[src/sv/b64_pkg.sv]
// Shared types, constants and character-mapping functions for the base64 stream codec.
// Depends on nothing; the front, job queue, back and top-level files import it.
package b64_pkg;

	// Direction register codes.
	localparam logic DIR_ENCODE = 1'b0;
	localparam logic DIR_DECODE = 1'b1;

	// Sizes of the message state.
	localparam int BUF_W = 12;
	localparam int CNT_W = 4;
	localparam int GRP_W = 2;

	// Job queue between front and back.
	localparam int JOB_DEPTH = 2;
	localparam int JOB_PTR_W = $clog2(JOB_DEPTH);
	localparam int JOB_CNT_W = $clog2(JOB_DEPTH + 1);

	// Most results one item can cause, and the width of a slot index.
	localparam int MAX_RES = 4;
	localparam int RES_IDX_W = $clog2(MAX_RES);
	localparam int RES_CNT_W = $clog2(MAX_RES + 1);

	localparam logic [7:0] PAD_CHAR = 8'h3D;
	localparam logic [6:0] NO_SYMBOL = 7'd64;

	// One classified item: the results it causes and how they close the message.
	typedef struct packed {
		logic [MAX_RES-1:0][7:0] vals;
		logic [RES_CNT_W-1:0]    cnt;
		logic                    last;
		logic                    empty;
		logic                    stopped;
	} b64_job_t;

	// Six-bit symbol to alphabet character.
	function automatic logic [7:0] b64_char(input logic [5:0] s);
		logic [7:0] w;
		begin
			w = {2'b00, s};
			if (s < 6'd26) b64_char = 8'(8'd65 + w);
			else if (s < 6'd52) b64_char = 8'(8'd97 + w - 8'd26);
			else if (s < 6'd62) b64_char = 8'(8'd48 + w - 8'd52);
			else if (s == 6'd62) b64_char = 8'h2B;
			else b64_char = 8'h2F;
		end
	endfunction

	// Character to six-bit symbol; NO_SYMBOL outside the alphabet.
	function automatic logic [6:0] b64_symbol(input logic [7:0] c);
		begin
			if (c inside {[8'h41:8'h5A]}) b64_symbol = 7'(c - 8'h41);
			else if (c inside {[8'h61:8'h7A]}) b64_symbol = 7'(c - 8'h61 + 8'd26);
			else if (c inside {[8'h30:8'h39]}) b64_symbol = 7'(c - 8'h30 + 8'd52);
			else if (c == 8'h2B) b64_symbol = 7'd62;
			else if (c == 8'h2F) b64_symbol = 7'd63;
			else b64_symbol = NO_SYMBOL;
		end
	endfunction

endpackage

[src/sv/b64_stream_if.sv]
// Valid/ready channel interfaces for the codec's input and result items.
// Standalone; no package needed.
interface b64_in_if;
	logic       valid;
	logic       ready;
	logic [7:0] in_value;
	logic       in_last;
	modport source(output valid, output in_value, output in_last, input ready);
	modport sink(input valid, input in_value, input in_last, output ready);
endinterface

interface b64_out_if;
	logic       valid;
	logic       ready;
	logic [7:0] out_value;
	logic       out_last;
	logic       out_empty;
	logic       out_stopped;
	modport source(output valid, output out_value, output out_last, output out_empty,
		output out_stopped, input ready);
	modport sink(input valid, input out_value, input out_last, input out_empty,
		input out_stopped, output ready);
endinterface

[src/sv/b64_front.sv]
// Front part: accepts input items, keeps the message state and turns each item into a job.
// Depends on b64_pkg and the b64_in_if channel.
module b64_front (
	input  logic              clk,
	input  logic              arst_n,
	input  logic              cfg_we,
	input  logic              cfg_wdata,
	b64_in_if.sink            in_ch,
	input  logic              q_full,
	output logic              push,
	output b64_pkg::b64_job_t push_job
);
	import b64_pkg::*;

	logic             dir_q;
	logic [BUF_W-1:0] bitbuf_q, bitbuf_n;
	logic [CNT_W-1:0] bitcnt_q, bitcnt_n;
	logic [GRP_W-1:0] grp_q, grp_n;
	logic             halted_q, halted_n;

	logic             accept;
	logic [BUF_W-1:0] enc_buf, dec_buf;
	logic [5:0]       c0, c1;
	logic [1:0]       nchar;
	logic [CNT_W-1:0] rem, dcnt;
	logic             leftover;
	logic [GRP_W-1:0] grp_end, pads;
	logic [6:0]       sym;
	logic             emit;
	logic [7:0]       dbyte;
	logic             dec_halt;
	b64_job_t         job;

	assign in_ch.ready = !q_full;
	assign accept = in_ch.valid && !q_full;

	// Split the item into results and work out the next message state.
	always_comb begin
		job = '0;
		push = 1'b0;
		bitbuf_n = bitbuf_q;
		bitcnt_n = bitcnt_q;
		grp_n = grp_q;
		halted_n = halted_q;
		enc_buf = {bitbuf_q[3:0], in_ch.in_value};
		c0 = '0;
		c1 = '0;
		nchar = 2'd1;
		rem = '0;
		case (bitcnt_q)
			4'd0: begin
				c0 = enc_buf[7:2];
				c1 = {enc_buf[1:0], 4'b0000};
				rem = 4'd2;
			end
			4'd2: begin
				c0 = enc_buf[9:4];
				c1 = {enc_buf[3:0], 2'b00};
				rem = 4'd4;
			end
			default: begin
				c0 = enc_buf[11:6];
				c1 = enc_buf[5:0];
				nchar = 2'd2;
				rem = 4'd0;
			end
		endcase
		leftover = in_ch.in_last && (rem != '0);
		grp_end = GRP_W'(grp_q + nchar + {1'b0, leftover});
		pads = in_ch.in_last ? GRP_W'(-grp_end) : '0;
		sym = b64_symbol(in_ch.in_value);
		dec_buf = {bitbuf_q[5:0], sym[5:0]};
		dcnt = CNT_W'(bitcnt_q + 4'd6);
		dec_halt = halted_q || (sym == NO_SYMBOL);
		emit = !halted_q && (sym != NO_SYMBOL) && (dcnt >= 4'd8);
		case (dcnt)
			4'd8:    dbyte = dec_buf[7:0];
			4'd10:   dbyte = dec_buf[9:2];
			default: dbyte = dec_buf[11:4];
		endcase

		if (dir_q == DIR_ENCODE) begin
			// Up to two characters, a leftover character and padding on the last byte.
			job.vals[0] = b64_char(c0);
			job.vals[1] = b64_char(c1);
			job.vals[2] = PAD_CHAR;
			job.vals[3] = PAD_CHAR;
			job.cnt = RES_CNT_W'({1'b0, nchar} + {2'b00, leftover} + {1'b0, pads});
			job.last = in_ch.in_last;
			push = accept;
			bitbuf_n = enc_buf;
			bitcnt_n = rem;
			grp_n = GRP_W'(grp_q + nchar);
		end else begin
			// At most one byte; the last item always closes the message.
			job.vals[0] = emit ? dbyte : 8'h00;
			job.cnt = RES_CNT_W'(1);
			job.last = in_ch.in_last;
			job.empty = !emit;
			job.stopped = in_ch.in_last && dec_halt;
			push = accept && (emit || in_ch.in_last);
			halted_n = dec_halt;
			if (!halted_q && (sym != NO_SYMBOL)) begin
				bitbuf_n = dec_buf;
				bitcnt_n = emit ? CNT_W'(dcnt - 4'd8) : dcnt;
			end
		end
		if (in_ch.in_last) begin
			bitbuf_n = '0;
			bitcnt_n = '0;
			grp_n = '0;
			halted_n = 1'b0;
		end
	end

	assign push_job = job;

	// Direction register and message state; a direction write clears the message.
	always_ff @(posedge clk or negedge arst_n) begin
		if (!arst_n) begin
			dir_q <= DIR_ENCODE;
			bitbuf_q <= '0;
			bitcnt_q <= '0;
			grp_q <= '0;
			halted_q <= 1'b0;
		end else if (cfg_we) begin
			dir_q <= cfg_wdata;
			bitbuf_q <= '0;
			bitcnt_q <= '0;
			grp_q <= '0;
			halted_q <= 1'b0;
		end else if (accept) begin
			bitbuf_q <= bitbuf_n;
			bitcnt_q <= bitcnt_n;
			grp_q <= grp_n;
			halted_q <= halted_n;
		end
	end
endmodule

[src/sv/b64_job_fifo.sv]
// Short job queue between the front and back parts of the codec.
// Depends on b64_pkg for the job type and depth.
module b64_job_fifo (
	input  logic              clk,
	input  logic              arst_n,
	input  logic              push,
	input  b64_pkg::b64_job_t push_job,
	output logic              full,
	input  logic              pop,
	output logic              nonempty,
	output b64_pkg::b64_job_t head
);
	import b64_pkg::*;

	b64_job_t             mem_q [JOB_DEPTH];
	logic [JOB_PTR_W-1:0] wptr_q, rptr_q;
	logic [JOB_CNT_W-1:0] count_q;

	assign full = (count_q == JOB_CNT_W'(JOB_DEPTH));
	assign nonempty = (count_q != '0);
	assign head = mem_q[rptr_q];

	// Storage for queued jobs.
	always_ff @(posedge clk) begin
		if (push) mem_q[wptr_q] <= push_job;
	end

	// Pointers wrap at the depth.
	always_ff @(posedge clk or negedge arst_n) begin
		if (!arst_n) begin
			wptr_q <= '0;
			rptr_q <= '0;
			count_q <= '0;
		end else begin
			if (push) begin
				wptr_q <= (wptr_q == JOB_PTR_W'(JOB_DEPTH - 1)) ? '0 : JOB_PTR_W'(wptr_q + 1'b1);
			end
			if (pop) begin
				rptr_q <= (rptr_q == JOB_PTR_W'(JOB_DEPTH - 1)) ? '0 : JOB_PTR_W'(rptr_q + 1'b1);
			end
			if (push && !pop) count_q <= JOB_CNT_W'(count_q + 1'b1);
			else if (pop && !push) count_q <= JOB_CNT_W'(count_q - 1'b1);
		end
	end
endmodule

[src/sv/b64_back.sv]
// Back part: holds one job and hands out its results one item per cycle while the output is ready.
// Depends on b64_pkg and the b64_out_if channel.
module b64_back (
	input  logic              clk,
	input  logic              arst_n,
	input  logic              q_nonempty,
	input  b64_pkg::b64_job_t q_head,
	output logic              pop,
	b64_out_if.source         out_ch
);
	import b64_pkg::*;

	b64_job_t             job_q;
	logic [RES_IDX_W-1:0] idx_q;
	logic                 busy_q;
	logic                 fin, taken;

	assign fin = (idx_q == RES_IDX_W'(job_q.cnt - 1'b1));
	assign taken = busy_q && out_ch.ready;
	assign pop = q_nonempty && (!busy_q || (taken && fin));

	// Current result; the message marks only ride on the job's final result.
	assign out_ch.valid = busy_q;
	assign out_ch.out_value = job_q.vals[idx_q];
	assign out_ch.out_last = job_q.last && fin;
	assign out_ch.out_empty = job_q.empty && fin;
	assign out_ch.out_stopped = job_q.stopped && fin;

	// Job payload.
	always_ff @(posedge clk) begin
		if (pop) job_q <= q_head;
	end

	// Slot index and busy flag.
	always_ff @(posedge clk or negedge arst_n) begin
		if (!arst_n) begin
			idx_q <= '0;
			busy_q <= 1'b0;
		end else if (pop) begin
			idx_q <= '0;
			busy_q <= 1'b1;
		end else if (taken) begin
			if (fin) busy_q <= 1'b0;
			else idx_q <= RES_IDX_W'(idx_q + 1'b1);
		end
	end
endmodule

[src/sv/base64_stream_codec_unit.sv]
// Base64 stream codec top level: front, job queue and back.
// An accepted item's job passes through the queue into the back's job register, which
// offers its first result. Reset clears the direction to encode, the message state and the queue.
// Throughput: one item per cycle into the queue while it is not full; results leave one per
// cycle while the output is ready. An encoded byte yields up to four characters; decoding
// sustains one character per cycle.
module base64_stream_codec_unit (
	input  logic      clk,
	input  logic      arst_n,
	input  logic      cfg_we,
	input  logic      cfg_wdata,
	b64_in_if.sink    in_ch,
	b64_out_if.source out_ch
);
	import b64_pkg::*;

	logic     q_full, q_nonempty, push, pop;
	b64_job_t push_job, q_head;

	// Classify items into jobs.
	b64_front u_front (
		.clk      (clk),
		.arst_n   (arst_n),
		.cfg_we   (cfg_we),
		.cfg_wdata(cfg_wdata),
		.in_ch    (in_ch),
		.q_full   (q_full),
		.push     (push),
		.push_job (push_job)
	);

	// Decouple the two sides.
	b64_job_fifo u_fifo (
		.clk     (clk),
		.arst_n  (arst_n),
		.push    (push),
		.push_job(push_job),
		.full    (q_full),
		.pop     (pop),
		.nonempty(q_nonempty),
		.head    (q_head)
	);

	// Emit results.
	b64_back u_back (
		.clk       (clk),
		.arst_n    (arst_n),
		.q_nonempty(q_nonempty),
		.q_head    (q_head),
		.pop       (pop),
		.out_ch    (out_ch)
	);
endmodule
[src/flat_wrapper.sv]
// flat-port wrapper written by rule: the top's interface ports become plain ports
module base64_stream_codec_unit_flat import b64_pkg::*;
  (clk, arst_n, cfg_we, cfg_wdata, in_ch_valid, in_ch_in_value, in_ch_in_last, in_ch_ready, out_ch_valid, out_ch_out_value, out_ch_out_last, out_ch_out_empty, out_ch_out_stopped, out_ch_ready);
  b64_in_if in_ch_i ();
  b64_out_if out_ch_i ();
  input  logic clk;
  input  logic arst_n;
  input  logic cfg_we;
  input  logic cfg_wdata;
  input wire logic [$bits(in_ch_i.valid)-1:0] in_ch_valid;
  input wire logic [$bits(in_ch_i.in_value)-1:0] in_ch_in_value;
  input wire logic [$bits(in_ch_i.in_last)-1:0] in_ch_in_last;
  output wire logic [$bits(in_ch_i.ready)-1:0] in_ch_ready;
  output wire logic [$bits(out_ch_i.valid)-1:0] out_ch_valid;
  output wire logic [$bits(out_ch_i.out_value)-1:0] out_ch_out_value;
  output wire logic [$bits(out_ch_i.out_last)-1:0] out_ch_out_last;
  output wire logic [$bits(out_ch_i.out_empty)-1:0] out_ch_out_empty;
  output wire logic [$bits(out_ch_i.out_stopped)-1:0] out_ch_out_stopped;
  input wire logic [$bits(out_ch_i.ready)-1:0] out_ch_ready;
  assign in_ch_i.valid = in_ch_valid;
  assign in_ch_i.in_value = in_ch_in_value;
  assign in_ch_i.in_last = in_ch_in_last;
  assign in_ch_ready = in_ch_i.ready;
  assign out_ch_valid = out_ch_i.valid;
  assign out_ch_out_value = out_ch_i.out_value;
  assign out_ch_out_last = out_ch_i.out_last;
  assign out_ch_out_empty = out_ch_i.out_empty;
  assign out_ch_out_stopped = out_ch_i.out_stopped;
  assign out_ch_i.ready = out_ch_ready;
  base64_stream_codec_unit u_core (.clk(clk), .arst_n(arst_n), .cfg_we(cfg_we), .cfg_wdata(cfg_wdata), .in_ch(in_ch_i), .out_ch(out_ch_i));
endmodule
[config.mk]
export PLATFORM = sky130hd
export DESIGN_NAME = base64_stream_codec_unit_flat
export DESIGN_NICKNAME = d
export VERILOG_FILES = /design/src/sv/b64_pkg.sv /design/src/sv/b64_stream_if.sv /design/src/sv/b64_front.sv /design/src/sv/b64_job_fifo.sv /design/src/sv/b64_back.sv /design/src/sv/base64_stream_codec_unit.sv /design/src/flat_wrapper.sv
export SDC_FILE = /design/constraint.sdc
export NUM_CORES = 1
export LEC_CHECK = 0
export BUFFER_PORTS_ARGS = -buffer_cell sky130_fd_sc_hd__buf_2
export CAP_MARGIN = 20
export CORE_MARGIN = 8
export CORE_UTILIZATION = 40
export DETAILED_ROUTE_END_ITERATION = 7
export GPL_TIMING_DRIVEN = 0
export PLACE_DENSITY = 0.65
export SYNTH_ARGS = -nofsm -noshare
export SYNTH_HDL_FRONTEND = slang
export SYNTH_SLANG_ARGS = --single-unit
[constraint.sdc]
create_clock -name clk -period 3.64 [get_ports clk]
set_clock_uncertainty 0.15 [all_clocks]
set_input_delay 0.546 -clock clk [delete_from_list [all_inputs] [get_ports clk]]
set_output_delay 0.546 -clock clk [all_outputs]
set_load 0.05 [all_outputs]
==> flow_results.xml, run 1 <==
<?xml version="1.0" encoding="UTF-8"?>
<metrics>
  <group name="layout">
    <metric name="final_cell_mix" unit="">edfxtp_1, nor2_1, nand2_1, a21oi_1, buf_2</metric>
    <metric name="antennaDiodeCount" unit="">0</metric>
    <metric name="post_route_cells_drive_above_1_share" unit="%">21.96</metric>
    <metric name="nets" unit="">593</metric>
    <metric name="final_common_cell" unit="">edfxtp_1</metric>
    <metric name="final_area" unit="um^2">6256</metric>
    <metric name="num-fill-cells" unit="">1227</metric>
    <metric name="layout-area-overhead-vs-synth" unit="%">15.31</metric>
    <metric name="final_cell_count_no_fill" unit="">736</metric>
  </group>
  <group name="worst_hold_path">
    <metric name="timing.hold.worst.class" unit="">input port to asynchronous set/reset pin</metric>
  </group>
  <group name="worst_setup_path">
    <metric name="worstRegToRegCells" unit="">13</metric>
    <metric name="crit_path_cell_trace" unit="">or2_1, buf_6, clkinv_8, nor2_1, a31oi_2, inv_1, ha_1, a21oi_1, o21ai_2, nand2_4, o31ai_2, a211o_1, a221oi_2</metric>
    <metric name="crit_fanout" unit="">10</metric>
    <metric name="cp_slowest_stage_delay" unit="ps">450</metric>
    <metric name="cp.arrival" unit="ps">3490</metric>
    <metric name="timing.setup.critical_path_class" unit="">register to register</metric>
    <metric name="worst-endpoint-required" unit="ps">3620</metric>
    <metric name="end_kind" unit="">register</metric>
    <metric name="cp_slowest_cell" unit="">dfrtp_2</metric>
    <metric name="startpoint_type" unit="">register</metric>
    <metric name="timing.rr.start" unit="">u_core.u_front.bitcnt_q[2]$_DFFE_PN0P_</metric>
    <metric name="beginning_of_the_critical_path" unit="">u_core.u_front.bitcnt_q[2]$_DFFE_PN0P_</metric>
  </group>
  <group name="floorplan">
    <metric name="row_count" unit="">42</metric>
    <metric name="core" unit="um^2">13240</metric>
    <metric name="die_area" unit="um^2">17550</metric>
    <metric name="starting_density_of_the_core" unit="%">40.97</metric>
    <metric name="die_h" unit="um">132.5</metric>
    <metric name="ioPinCount" unit="">28</metric>
    <metric name="die_w" unit="um">132.5</metric>
  </group>
  <group name="power">
    <metric name="worst_ir_drop_vdd" unit="V">0.0002919</metric>
    <metric name="leakagePower" unit="uW">0.002333</metric>
    <metric name="finalPower" unit="uW">4029</metric>
    <metric name="pwr_density_cell" unit="nW/um^2">644.0</metric>
  </group>
  <group name="yosys">
    <metric name="synth.ff_latch_count" unit="">86</metric>
    <metric name="synthArstFlopShare" unit="%">23.26</metric>
    <metric name="yosysWarnings" unit="">0</metric>
    <metric name="synth_enable_flop_cells" unit="">66</metric>
    <metric name="postSynth.topFlopCell" unit="">edfxtp_1</metric>
    <metric name="synth.lib_cells_used.distinct" unit="">70</metric>
    <metric name="syn_area_per_cell" unit="um^2">10.62</metric>
    <metric name="synth_net_count" unit="">549</metric>
    <metric name="synthesis.area" unit="um^2">5425</metric>
    <metric name="post_synthesis_cells" unit="">511</metric>
    <metric name="synth.yosys.seq_area_share" unit="%">45.76</metric>
  </group>
  <group name="global_routing">
    <metric name="grt_pass1_vias" unit="">4092</metric>
    <metric name="global_route_wire_length_before_repair" unit="um">21180</metric>
    <metric name="number_of_antenna_violations_at_the_first_check_in_global_routing" unit="">0</metric>
    <metric name="grt_max_degree" unit="">23</metric>
    <metric name="gr-total-overflow" unit="">0</metric>
    <metric name="grt.total_usage" unit="%">14.74</metric>
  </group>
  <group name="clock_tree">
    <metric name="cts-buffers-inserted" unit="">9</metric>
    <metric name="tritoncts_clock_tree" unit="">built</metric>
    <metric name="cts.htree.levels" unit="">3</metric>
    <metric name="clock-root-buffer" unit="">clkbuf_16</metric>
    <metric name="clock_sink_count" unit="">86</metric>
    <metric name="cts.clk_slew.worst_paths" unit="ps">70</metric>
    <metric name="clock_latency" unit="ps">340</metric>
    <metric name="cts-root-to-sink-buffers" unit="">2</metric>
  </group>
  <group name="run_status">
    <metric name="outcome" unit="">complete, no violations</metric>
  </group>
  <group name="flow_run">
    <metric name="timing.max_cap.violations" unit="">0</metric>
  </group>
  <group name="route">
    <metric name="drt_drc_violations_left" unit="">0</metric>
    <metric name="drtPass1Iterations" unit="">6</metric>
    <metric name="final_ant_viol_nets" unit="">0</metric>
    <metric name="drtIter0Drc" unit="">404</metric>
    <metric name="final_routed_wirelength_across_all_metal_layers" unit="um">13160</metric>
    <metric name="drt-vias-per-instance" unit="">5.675</metric>
    <metric name="post_drt_wl_per_cell" unit="um">17.88</metric>
    <metric name="routed-via-count" unit="">4177</metric>
  </group>
  <group name="placed_design">
    <metric name="detailed_place.area" unit="um^2">5787</metric>
    <metric name="post-dp-hpwl" unit="um">9425</metric>
    <metric name="port-buffer-count" unit="">24</metric>
    <metric name="place_inst" unit="">712</metric>
    <metric name="place.gp.congestion" unit="">0.8892</metric>
  </group>
  <group name="sta">
    <metric name="post-route-period-util" unit="%">96.44</metric>
    <metric name="final_worst_path_period_need" unit="ps">3510</metric>
    <metric name="maxSlewViolCount" unit="">0</metric>
    <metric name="finalSetupTns" unit="ps">0</metric>
    <metric name="timing_hold_violations_final" unit="">0</metric>
    <metric name="transition_time_of_the_tightest_slew_check_pin" unit="ps">744.3</metric>
    <metric name="timing.slew.headroom" unit="%">48.96</metric>
    <metric name="setup_viol" unit="">0</metric>
    <metric name="rsz0062_at_grt" unit="">yes</metric>
    <metric name="max_freq" unit="MHz">284.9</metric>
  </group>
</metrics>
-- kinds of logic after synthesis --
logic type | count (synthesis) | synth area share (%)
buf+inv | 48 | 4.105
flops | 86 | 45.76
mux | 45 | 9.064
fa+ha+maj | 23 | 5.443
compound gates | 144 | 18.89
simple gates | 148 | 14.00
xor+xnor | 17 | 2.745
-- final cells by class --
cell class	instances	area (um^2)	share of cell area, %
multi-input combinational	379	2813	44.96
buffer	25	127.6	2.040
clock inverter	7	81.33	1.300
clock buffer	9	225.2	3.600
timing repair buffer	31	205.2	3.280
tap	176	220.2	3.520
sequential	86	2485	39.72
inverter	23	98.84	1.580
-- layer usage --
metal / track usage [%] / wire length, um / vias up
li1: - / - / 2017
met5: 0 / 0 / -
met1: 18.94 / 5839 / 2019
met3: 3.331 / 742 / 12
met4: 5.426 / 185 / 0
met2: 23.75 / 6389 / 129
-- cells in the mapped netlist (all sizes together), types with 3 or more instances --
library cell	n	area share (%)
a211o	4	0.65
o21a	3	0.42
a22o	4	0.65
nor2b	11	1.3
o22ai	4	0.46
xnor2	9	1.5
o211a	4	0.74
buf	13	1.5
dfrtp	20	9.2
or3	6	0.69
and2	10	1.2
mux2i	18	3.5
clkbuf	12	0.83
a31oi	11	1.6
a221oi	3	0.60
ha	22	5.1
o2bb2ai	4	0.65
a31o	3	0.48
inv	22	1.5
nand4	4	0.46
o221ai	4	0.76
nand2b	4	0.46
o31ai	5	0.78
nor3	11	1.1
nand2	37	2.7
xor2	8	1.3
o21ai	25	2.5
a211oi	14	1.9
a21oi	34	3.2
or2	5	0.58
mux2	27	5.6
nor3b	3	0.42
edfxtp	66	37
o211ai	7	0.97
nand3	8	0.74
o31a	3	0.48
nor2	38	2.6
-- where the power goes --
part           switching, uW  internal [uW]
Sequential               111           1380
Clock                    391            542
Combinational           1040            571
-- critical path: cells and delay by family (launching register included) --
kind	cells	cell delay (ps)
AOI/OAI and AO/OA	6	1590
DFF	1	450
adders and majority gates	1	300
buffers and inverters	3	340
and+or+nand+nor	3	460
-- flip-flops by register name (all words and copies together) (netlist names), 2 cells and up --
register / count
u_core.u_front.bitcnt_q: 3
u_core.u_back.idx_q: 2
u_core.u_fifo.mem_q: 44
u_core.u_fifo.count_q: 2
u_core.u_back.job_q: 22
u_core.u_front.grp_q: 2
u_core.u_front.bitbuf_q: 6
-- timing repair --
item / 4_1_cts / 5_1_grt
resized for setup: 9 / 13
gates cloned: 0 / 2
endpoints found under the setup margin: 50 / 58
hold endpoints to repair: 0 / 0
pin swaps: 0 / 3
hold buffers: 0 / 0
setup buffers: 0 / 6
-- worst paths after layout --
path	to	slack, ps
worst max register to register	u_core.u_fifo.mem_q[1][17]$_DFFE_PP_	130
worst min register to register	u_core.u_fifo.count_q[1]$_DFFE_PN0P_	370
max in group asynchronous	u_core.u_front.bitcnt_q[3]$_DFFE_PN0P_	2920
worst min-delay path	u_core.u_back.idx_q[0]$_DFFE_PN0P_	30
min in group clk	u_core.u_front.dir_q$_DFFE_PN0P_	270
worst max-delay path	u_core.u_fifo.mem_q[1][17]$_DFFE_PP_	130
-- metrics by stage --
| step | utilization, % | hold WS [ps] | worst slack, ps |
|---|---|---|---|
| 6_report | 47.24 | 25.14 | 129.7 |
| 5_1_grt | 47.24 | 54.09 | -26.58 |
| 4_1_cts | 46.31 | 37.91 | 12.02 |
| 3_5_place_dp | 43.70 | 346.0 | -824.9 |
| 3_3_place_gp | 43.56 | 335.1 | -798.0 |
| 2_1_floorplan | - | 100.4 | 177.3 |
Note: power is estimated with default switching activity, not from simulation.
==> run 2, diff against run 1 <==
--- a/config.mk
+++ b/config.mk
@@ -10,8 +10,8 @@
 export CORE_MARGIN = 8
 export CORE_UTILIZATION = 40
 export DETAILED_ROUTE_END_ITERATION = 7
-export GPL_TIMING_DRIVEN = 0
 export PLACE_DENSITY = 0.65
+export SKIP_LAST_GASP = 1
 export SYNTH_ARGS = -nofsm -noshare
 export SYNTH_HDL_FRONTEND = slang
 export SYNTH_SLANG_ARGS = --single-unit
==> flow_results.xml, run 2 (synthesized netlist as in run 1, its figures left out) <==
<?xml version="1.0" encoding="UTF-8"?>
<metrics>
  <group name="worst_setup_path">
    <metric name="timing.setup.critical_path_class" unit="">register to register</metric>
    <metric name="timing.rr.start" unit="">u_core.u_front.bitcnt_q[2]$_DFFE_PN0P_</metric>
    <metric name="cp_slowest_cell" unit="">or3_1</metric>
    <metric name="worst-endpoint-required" unit="ps">3610</metric>
    <metric name="worstRegToRegCells" unit="">9</metric>
    <metric name="crit_fanout" unit="">10</metric>
    <metric name="crit_path_cell_trace" unit="">or2_1, buf_4, o31a_1, ha_1, or3_1, nand2_4, o31ai_2, a211o_1, a221oi_2</metric>
    <metric name="cp_slowest_stage_delay" unit="ps">520</metric>
    <metric name="cp.arrival" unit="ps">3330</metric>
    <metric name="startpoint_type" unit="">register</metric>
    <metric name="reg2reg_setup_slack" unit="ps">280</metric>
    <metric name="reg2reg_to" unit="">u_core.u_fifo.mem_q[1][17]$_DFFE_PP_</metric>
    <metric name="worst_setup_path_endpoint" unit="">u_core.u_fifo.mem_q[1][17]$_DFFE_PP_</metric>
    <metric name="beginning_of_the_critical_path" unit="">u_core.u_front.bitcnt_q[2]$_DFFE_PN0P_</metric>
    <metric name="end_kind" unit="">register</metric>
  </group>
  <group name="clock_tree">
    <metric name="cts.htree.levels" unit="">3</metric>
    <metric name="cts-root-to-sink-buffers" unit="">2</metric>
    <metric name="clock-root-buffer" unit="">clkbuf_16</metric>
    <metric name="cts_setup_buffers" unit="">0</metric>
    <metric name="clock_sink_count" unit="">86</metric>
    <metric name="cts.clk_slew.worst_paths" unit="ps">70</metric>
    <metric name="tritoncts_clock_tree" unit="">built</metric>
    <metric name="cts-buffers-inserted" unit="">9</metric>
    <metric name="clock_latency" unit="ps">340</metric>
  </group>
  <group name="floorplan">
    <metric name="die_h" unit="um">132.5</metric>
    <metric name="die_w" unit="um">132.5</metric>
    <metric name="die_area" unit="um^2">17550</metric>
    <metric name="starting_density_of_the_core" unit="%">40.97</metric>
    <metric name="core" unit="um^2">13240</metric>
    <metric name="row_count" unit="">42</metric>
    <metric name="ioPinCount" unit="">28</metric>
  </group>
  <group name="layout">
    <metric name="final_common_cell" unit="">edfxtp_1</metric>
    <metric name="largest_registers" unit="">u_core.u_fifo.mem_q (44), u_core.u_back.job_q (22), u_core.u_front.bitbuf_q (6)</metric>
    <metric name="seqCellArea" unit="um^2">2482</metric>
    <metric name="antennaDiodeCount" unit="">0</metric>
    <metric name="largest_register_ff_count" unit="">44</metric>
    <metric name="final_cell_mix" unit="">edfxtp_1, nor2_1, nand2_1, a21oi_1</metric>
    <metric name="nets" unit="">583</metric>
    <metric name="top_register" unit="">u_core.u_fifo.mem_q</metric>
    <metric name="post_route_cells_drive_above_1_share" unit="%">21.45</metric>
    <metric name="combined_area_of_the_multi_input_logic_cells" unit="um^2">2735</metric>
    <metric name="layout-area-overhead-vs-synth" unit="%">13.40</metric>
    <metric name="num-fill-cells" unit="">1231</metric>
  </group>
  <group name="global_routing">
    <metric name="grt_max_degree" unit="">34</metric>
    <metric name="global_route_wire_length_before_repair" unit="um">20310</metric>
    <metric name="number_of_antenna_violations_at_the_first_check_in_global_routing" unit="">0</metric>
    <metric name="grt_pass1_vias" unit="">4040</metric>
    <metric name="grt.total_usage" unit="%">14.28</metric>
    <metric name="gr-total-overflow" unit="">0</metric>
  </group>
  <group name="power">
    <metric name="worst_ir_drop_vdd" unit="V">0.0002960</metric>
    <metric name="leakagePower" unit="uW">0.002311</metric>
    <metric name="pwr_density_cell" unit="nW/um^2">639.5</metric>
  </group>
  <group name="placed_design">
    <metric name="port-buffer-count" unit="">27</metric>
    <metric name="place_ws" unit="ps">256.4</metric>
    <metric name="post-dp-hpwl" unit="um">9387</metric>
    <metric name="place.gp.congestion" unit="">0.9351</metric>
  </group>
  <group name="route">
    <metric name="final_routed_wirelength_across_all_metal_layers" unit="um">12700</metric>
    <metric name="drtIter0Drc" unit="">338</metric>
    <metric name="drtPass1Iterations" unit="">5</metric>
    <metric name="drt-vias-per-instance" unit="">5.741</metric>
    <metric name="routed-via-count" unit="">4168</metric>
    <metric name="post_drt_wl_per_cell" unit="um">17.49</metric>
    <metric name="final_ant_viol_nets" unit="">0</metric>
    <metric name="drt_drc_violations_left" unit="">0</metric>
  </group>
  <group name="flow_run">
    <metric name="timing.max_cap.violations" unit="">0</metric>
  </group>
  <group name="worst_hold_path">
    <metric name="timing.hold.worst.class" unit="">input port to asynchronous set/reset pin</metric>
  </group>
  <group name="sta">
    <metric name="setup_viol" unit="">0</metric>
    <metric name="post-route-period-util" unit="%">92.19</metric>
    <metric name="maxSlewViolCount" unit="">0</metric>
    <metric name="max_freq" unit="MHz">298.0</metric>
    <metric name="worst_slack" unit="ps">284.1</metric>
    <metric name="timing_hold_violations_final" unit="">0</metric>
    <metric name="final_worst_path_period_need" unit="ps">3356</metric>
    <metric name="finalSetupTns" unit="ps">0</metric>
    <metric name="timing.slew.headroom" unit="%">36.04</metric>
    <metric name="rsz0062_at_grt" unit="">no</metric>
    <metric name="transition_time_of_the_tightest_slew_check_pin" unit="ps">959.4</metric>
  </group>
  <group name="run_status">
    <metric name="outcome" unit="">complete, no violations</metric>
  </group>
</metrics>
## run 2: cell count changes in the layout (fill, tap and decap cells not counted), moves of 3 or more
cell | previous run | this run
and2_4 | 3 | 0
clkbuf_1 | 11 | 0
buf_4 | 7 | 19
buf_1 | 3 | 0
## run 2: repair_timing
item | CTS | global route
hold endpoints to repair | 0 | 0
gates resized for setup | 0 | 1
hold buffers | 0 | 0
endpoints found under the setup margin | 0 | 2
## run 2: layout make-up
type	count	area share, %
inverter	23	1.607
clock buffer	9	3.661
clock inverter	7	1.180
sequential	86	40.35
tap	176	3.579
timing repair buffer	48	5.166
multi-input combinational	377	44.46
## run 2: stage by stage
| step | cells | utilization, % | area (um^2) | total power (uW) | hold slack [ps] |
|---|---|---|---|---|---|
| CTS | 726 | 46.39 | 6143 | 3956 | 37.34 |
| global placement | 710 | 44.14 | 5846 | 3010 | 331.7 |
| floorplan | 511 | - | 5428 | 2652 | 100.4 |
| detailed placement | 710 | 44.14 | 5846 | 3040 | 334.4 |
| finish | 726 | 46.46 | 6152 | 3934 | 20.10 |
| global route | 726 | 46.46 | 6152 | 4145 | 52.41 |
## run 2: how the worst min path moves through the flow
stage	from	end	slack, ps	cells past startpoint
floorplan	arst_n	u_core.u_back.idx_q[0]$_DFFE_PN0P_	100	0
global placement	u_core.u_fifo.count_q[1]$_DFFE_PN0P_	u_core.u_fifo.count_q[1]$_DFFE_PN0P_	330	1
detailed placement	u_core.u_fifo.count_q[1]$_DFFE_PN0P_	u_core.u_fifo.count_q[1]$_DFFE_PN0P_	330	1
CTS	arst_n	u_core.u_back.out_ch.valid$_DFFE_PN0P_	40	1
global route	arst_n	u_core.u_back.idx_q[1]$_DFFE_PN0P_	50	1
finish	arst_n	u_core.u_back.idx_q[1]$_DFFE_PN0P_	20	1
## run 2: critical path, delay by kind of cell (launching register included)
| family | cells | cell delay, ps |
|---|---|---|
| buffers and inverters | 1 | 250 |
| flip-flops | 1 | 380 |
| adder cells (fa/ha/maj) | 1 | 270 |
| AO/OA/AOI/OAI | 4 | 1010 |
| AND/OR/NAND/NOR | 3 | 1080 |
## run 2: layer usage
layer	global-route usage, %	share of wire, %	vias up
met4	6.183	2.2	0
li1	-	-	1994
met5	0	0	-
met3	3.142	4.5	25
met2	23.89	49	123
met1	17.33	45	2026
## run 2: power breakdown
part	total, uW	switching [uW]	internal [uW]
Clock	913	379	534
Combinational	1470	926	541
Sequential	1550	177	1380
==> run 3, diff against run 2 <==
--- a/config.mk
+++ b/config.mk
@@ -11,6 +11,7 @@
 export CORE_UTILIZATION = 40
 export DETAILED_ROUTE_END_ITERATION = 7
 export PLACE_DENSITY = 0.65
+export REMOVE_ABC_BUFFERS = 1
 export SKIP_LAST_GASP = 1
 export SYNTH_ARGS = -nofsm -noshare
 export SYNTH_HDL_FRONTEND = slang
==> flow_results.xml, run 3 (synthesized netlist as in run 1, its figures left out) <==
<?xml version="1.0" encoding="UTF-8"?>
<metrics>
  <group name="worst_hold_path">
    <metric name="timing.hold.worst.class" unit="">input port to asynchronous set/reset pin</metric>
  </group>
  <group name="global_routing">
    <metric name="gr-total-overflow" unit="">0</metric>
    <metric name="gr-max-usage-layer" unit="">met2</metric>
    <metric name="globalRouteMet3Util" unit="%">3.142</metric>
    <metric name="global_route_wire_length_before_repair" unit="um">20450</metric>
    <metric name="grt.total_usage" unit="%">14.10</metric>
    <metric name="grtUsageMet1" unit="%">17.49</metric>
    <metric name="grt_max_degree" unit="">35</metric>
    <metric name="number_of_antenna_violations_at_the_first_check_in_global_routing" unit="">0</metric>
    <metric name="grt_pass1_vias" unit="">4096</metric>
    <metric name="groute.layer.met2.usage" unit="%">23.58</metric>
  </group>
  <group name="clock_tree">
    <metric name="cts.clk_slew.worst_paths" unit="ps">70</metric>
    <metric name="clock_latency" unit="ps">330</metric>
    <metric name="cts_repair_resize_count" unit="">0</metric>
    <metric name="tritoncts_clock_tree" unit="">built</metric>
    <metric name="clock-root-buffer" unit="">clkbuf_16</metric>
    <metric name="cts-buffers-inserted" unit="">9</metric>
    <metric name="postCtsHoldBufs" unit="">0</metric>
    <metric name="cts_setup_buffers" unit="">0</metric>
    <metric name="clock_sink_count" unit="">86</metric>
    <metric name="cts.htree.levels" unit="">3</metric>
    <metric name="cts-root-to-sink-buffers" unit="">2</metric>
  </group>
  <group name="worst_setup_path">
    <metric name="end_kind" unit="">register</metric>
    <metric name="beginning_of_the_critical_path" unit="">u_core.u_front.bitcnt_q[2]$_DFFE_PN0P_</metric>
    <metric name="worst-endpoint-required" unit="ps">3600</metric>
    <metric name="cp.arrival" unit="ps">3320</metric>
    <metric name="crit_fanout" unit="">11</metric>
    <metric name="reg2reg_setup_slack" unit="ps">280</metric>
    <metric name="worstRegToRegCells" unit="">11</metric>
    <metric name="timing.rr.start" unit="">u_core.u_front.bitcnt_q[2]$_DFFE_PN0P_</metric>
    <metric name="timing.setup.critical_path_class" unit="">register to register</metric>
    <metric name="worst_setup_path_endpoint" unit="">u_core.u_fifo.mem_q[0][17]$_DFFE_PP_</metric>
    <metric name="reg2reg_to" unit="">u_core.u_fifo.mem_q[0][17]$_DFFE_PP_</metric>
    <metric name="startpoint_type" unit="">register</metric>
  </group>
  <group name="route">
    <metric name="drtIter0Drc" unit="">278</metric>
    <metric name="drtPass1Iterations" unit="">5</metric>
    <metric name="drt_drc_violations_left" unit="">0</metric>
    <metric name="final_ant_viol_nets" unit="">0</metric>
    <metric name="routed-via-count" unit="">4094</metric>
    <metric name="drt-vias-per-instance" unit="">5.608</metric>
    <metric name="final_routed_wirelength_across_all_metal_layers" unit="um">12220</metric>
    <metric name="post_drt_wl_per_cell" unit="um">16.74</metric>
  </group>
  <group name="sta">
    <metric name="transition_time_of_the_tightest_slew_check_pin" unit="ps">951.8</metric>
    <metric name="timing_hold_violations_final" unit="">0</metric>
    <metric name="maxSlewViolCount" unit="">0</metric>
    <metric name="final_worst_path_period_need" unit="ps">3358</metric>
    <metric name="max_freq" unit="MHz">297.8</metric>
    <metric name="setup_viol" unit="">0</metric>
    <metric name="timing.slew.headroom" unit="%">36.55</metric>
    <metric name="rsz0062_at_grt" unit="">no</metric>
    <metric name="post-route-period-util" unit="%">92.25</metric>
  </group>
  <group name="layout">
    <metric name="final_cell_mix" unit="">edfxtp_1, nor2_1, nand2_1, a21oi_1</metric>
    <metric name="post_route_cells_drive_above_1_share" unit="%">21.84</metric>
    <metric name="top_register" unit="">u_core.u_fifo.mem_q</metric>
    <metric name="nets" unit="">587</metric>
    <metric name="antennaDiodeCount" unit="">0</metric>
    <metric name="largest_register_ff_count" unit="">44</metric>
    <metric name="final_area" unit="um^2">6178</metric>
    <metric name="final_common_cell" unit="">edfxtp_1</metric>
    <metric name="largest_registers" unit="">u_core.u_fifo.mem_q (44), u_core.u_back.job_q (22), u_core.u_front.bitbuf_q (6)</metric>
    <metric name="num-fill-cells" unit="">1233</metric>
    <metric name="layout-area-overhead-vs-synth" unit="%">13.88</metric>
  </group>
  <group name="floorplan">
    <metric name="core" unit="um^2">13240</metric>
    <metric name="die_w" unit="um">132.5</metric>
    <metric name="row_count" unit="">42</metric>
    <metric name="die_h" unit="um">132.5</metric>
    <metric name="starting_density_of_the_core" unit="%">40.97</metric>
    <metric name="ioPinCount" unit="">28</metric>
    <metric name="die_area" unit="um^2">17550</metric>
  </group>
  <group name="run_status">
    <metric name="outcome" unit="">complete, no violations</metric>
  </group>
  <group name="flow_run">
    <metric name="timing.max_cap.violations" unit="">0</metric>
  </group>
  <group name="power">
    <metric name="leakagePower" unit="uW">0.002331</metric>
    <metric name="finalPower" unit="uW">3925</metric>
    <metric name="worst_ir_drop_vdd" unit="V">0.0002389</metric>
    <metric name="pwr_density_cell" unit="nW/um^2">635.3</metric>
  </group>
  <group name="placed_design">
    <metric name="post-dp-hpwl" unit="um">9066</metric>
    <metric name="detailed_place.area" unit="um^2">5876</metric>
    <metric name="port-buffer-count" unit="">27</metric>
    <metric name="place.gp.congestion" unit="">0.8596</metric>
  </group>
</metrics>
run 3: report_power, final:
part           switching [uW]  internal [uW]  total [uW]  leakage, uW
Clock                     355            551         906     0.000146
Sequential                173           1380        1550     0.000870
Combinational             923            545        1470      0.00132
run 3: worst min path at each step:
stage | to | slack [ps] | cells past startpoint
5_1_grt | u_core.u_back.idx_q[0]$_DFFE_PN0P_ | 50 | 1
3_5_place_dp | u_core.u_front.bitbuf_q[4]$_DFFE_PN0P_ | 340 | 1
6_report | u_core.u_back.idx_q[1]$_DFFE_PN0P_ | 20 | 1
4_1_cts | u_core.u_fifo.wptr_q$_DFFE_PN0N_ | 40 | 1
2_1_floorplan | u_core.u_back.idx_q[0]$_DFFE_PN0P_ | 100 | 0
3_3_place_gp | u_core.u_fifo.count_q[1]$_DFFE_PN0P_ | 330 | 1
run 3: layout make-up:
class | count | area, um^2 | area share [%]
Multi-Input combinational cell | 377 | 2726 | 44.13
Sequential cell | 86 | 2482 | 40.18
Timing Repair Buffer | 52 | 347.8 | 5.630
Clock buffer | 11 | 242.7 | 3.929
Tap cell | 176 | 220.2 | 3.564
Inverter | 23 | 98.84 | 1.600
Clock inverter | 5 | 60.06 | 0.9721
run 3: layer usage:
metal / vias up / share of wire [%] / wire length, um
met1: 1959 / 46 / 5655
met2: 111 / 47 / 5783
li1: 2006 / - / -
met5: - / 0 / 0
met3: 18 / 4.7 / 569
met4: 0 / 1.7 / 210
run 3: worst max-delay path: stages (launching register included):
cell      delay, ps
dfrtp_1         370
or2_1           440
clkinv_8        110
nor2_1           50
a31oi_2         420
ha_1            290
a21oi_1         110
o21ai_2         310
buf_4           190
o31ai_2          50
a211o_1         320
a221oi_2        320
run 3: per-stage QoR:
stage | std cells | setup WS [ps] | util [%] | TNS (ps) | hold WS, ps
2_1_floorplan | 486 | -27.88 | - | -613.3 | 100.4
3_3_place_gp | 714 | 239.1 | 44.37 | 0 | 333.4
3_5_place_dp | 714 | 163.9 | 44.37 | 0 | 340.4
4_1_cts | 730 | 307.6 | 46.66 | 0 | 43.32
5_1_grt | 730 | 32.97 | 46.66 | 0 | 54.40
6_report | 730 | 282.1 | 46.66 | 0 | 22.02
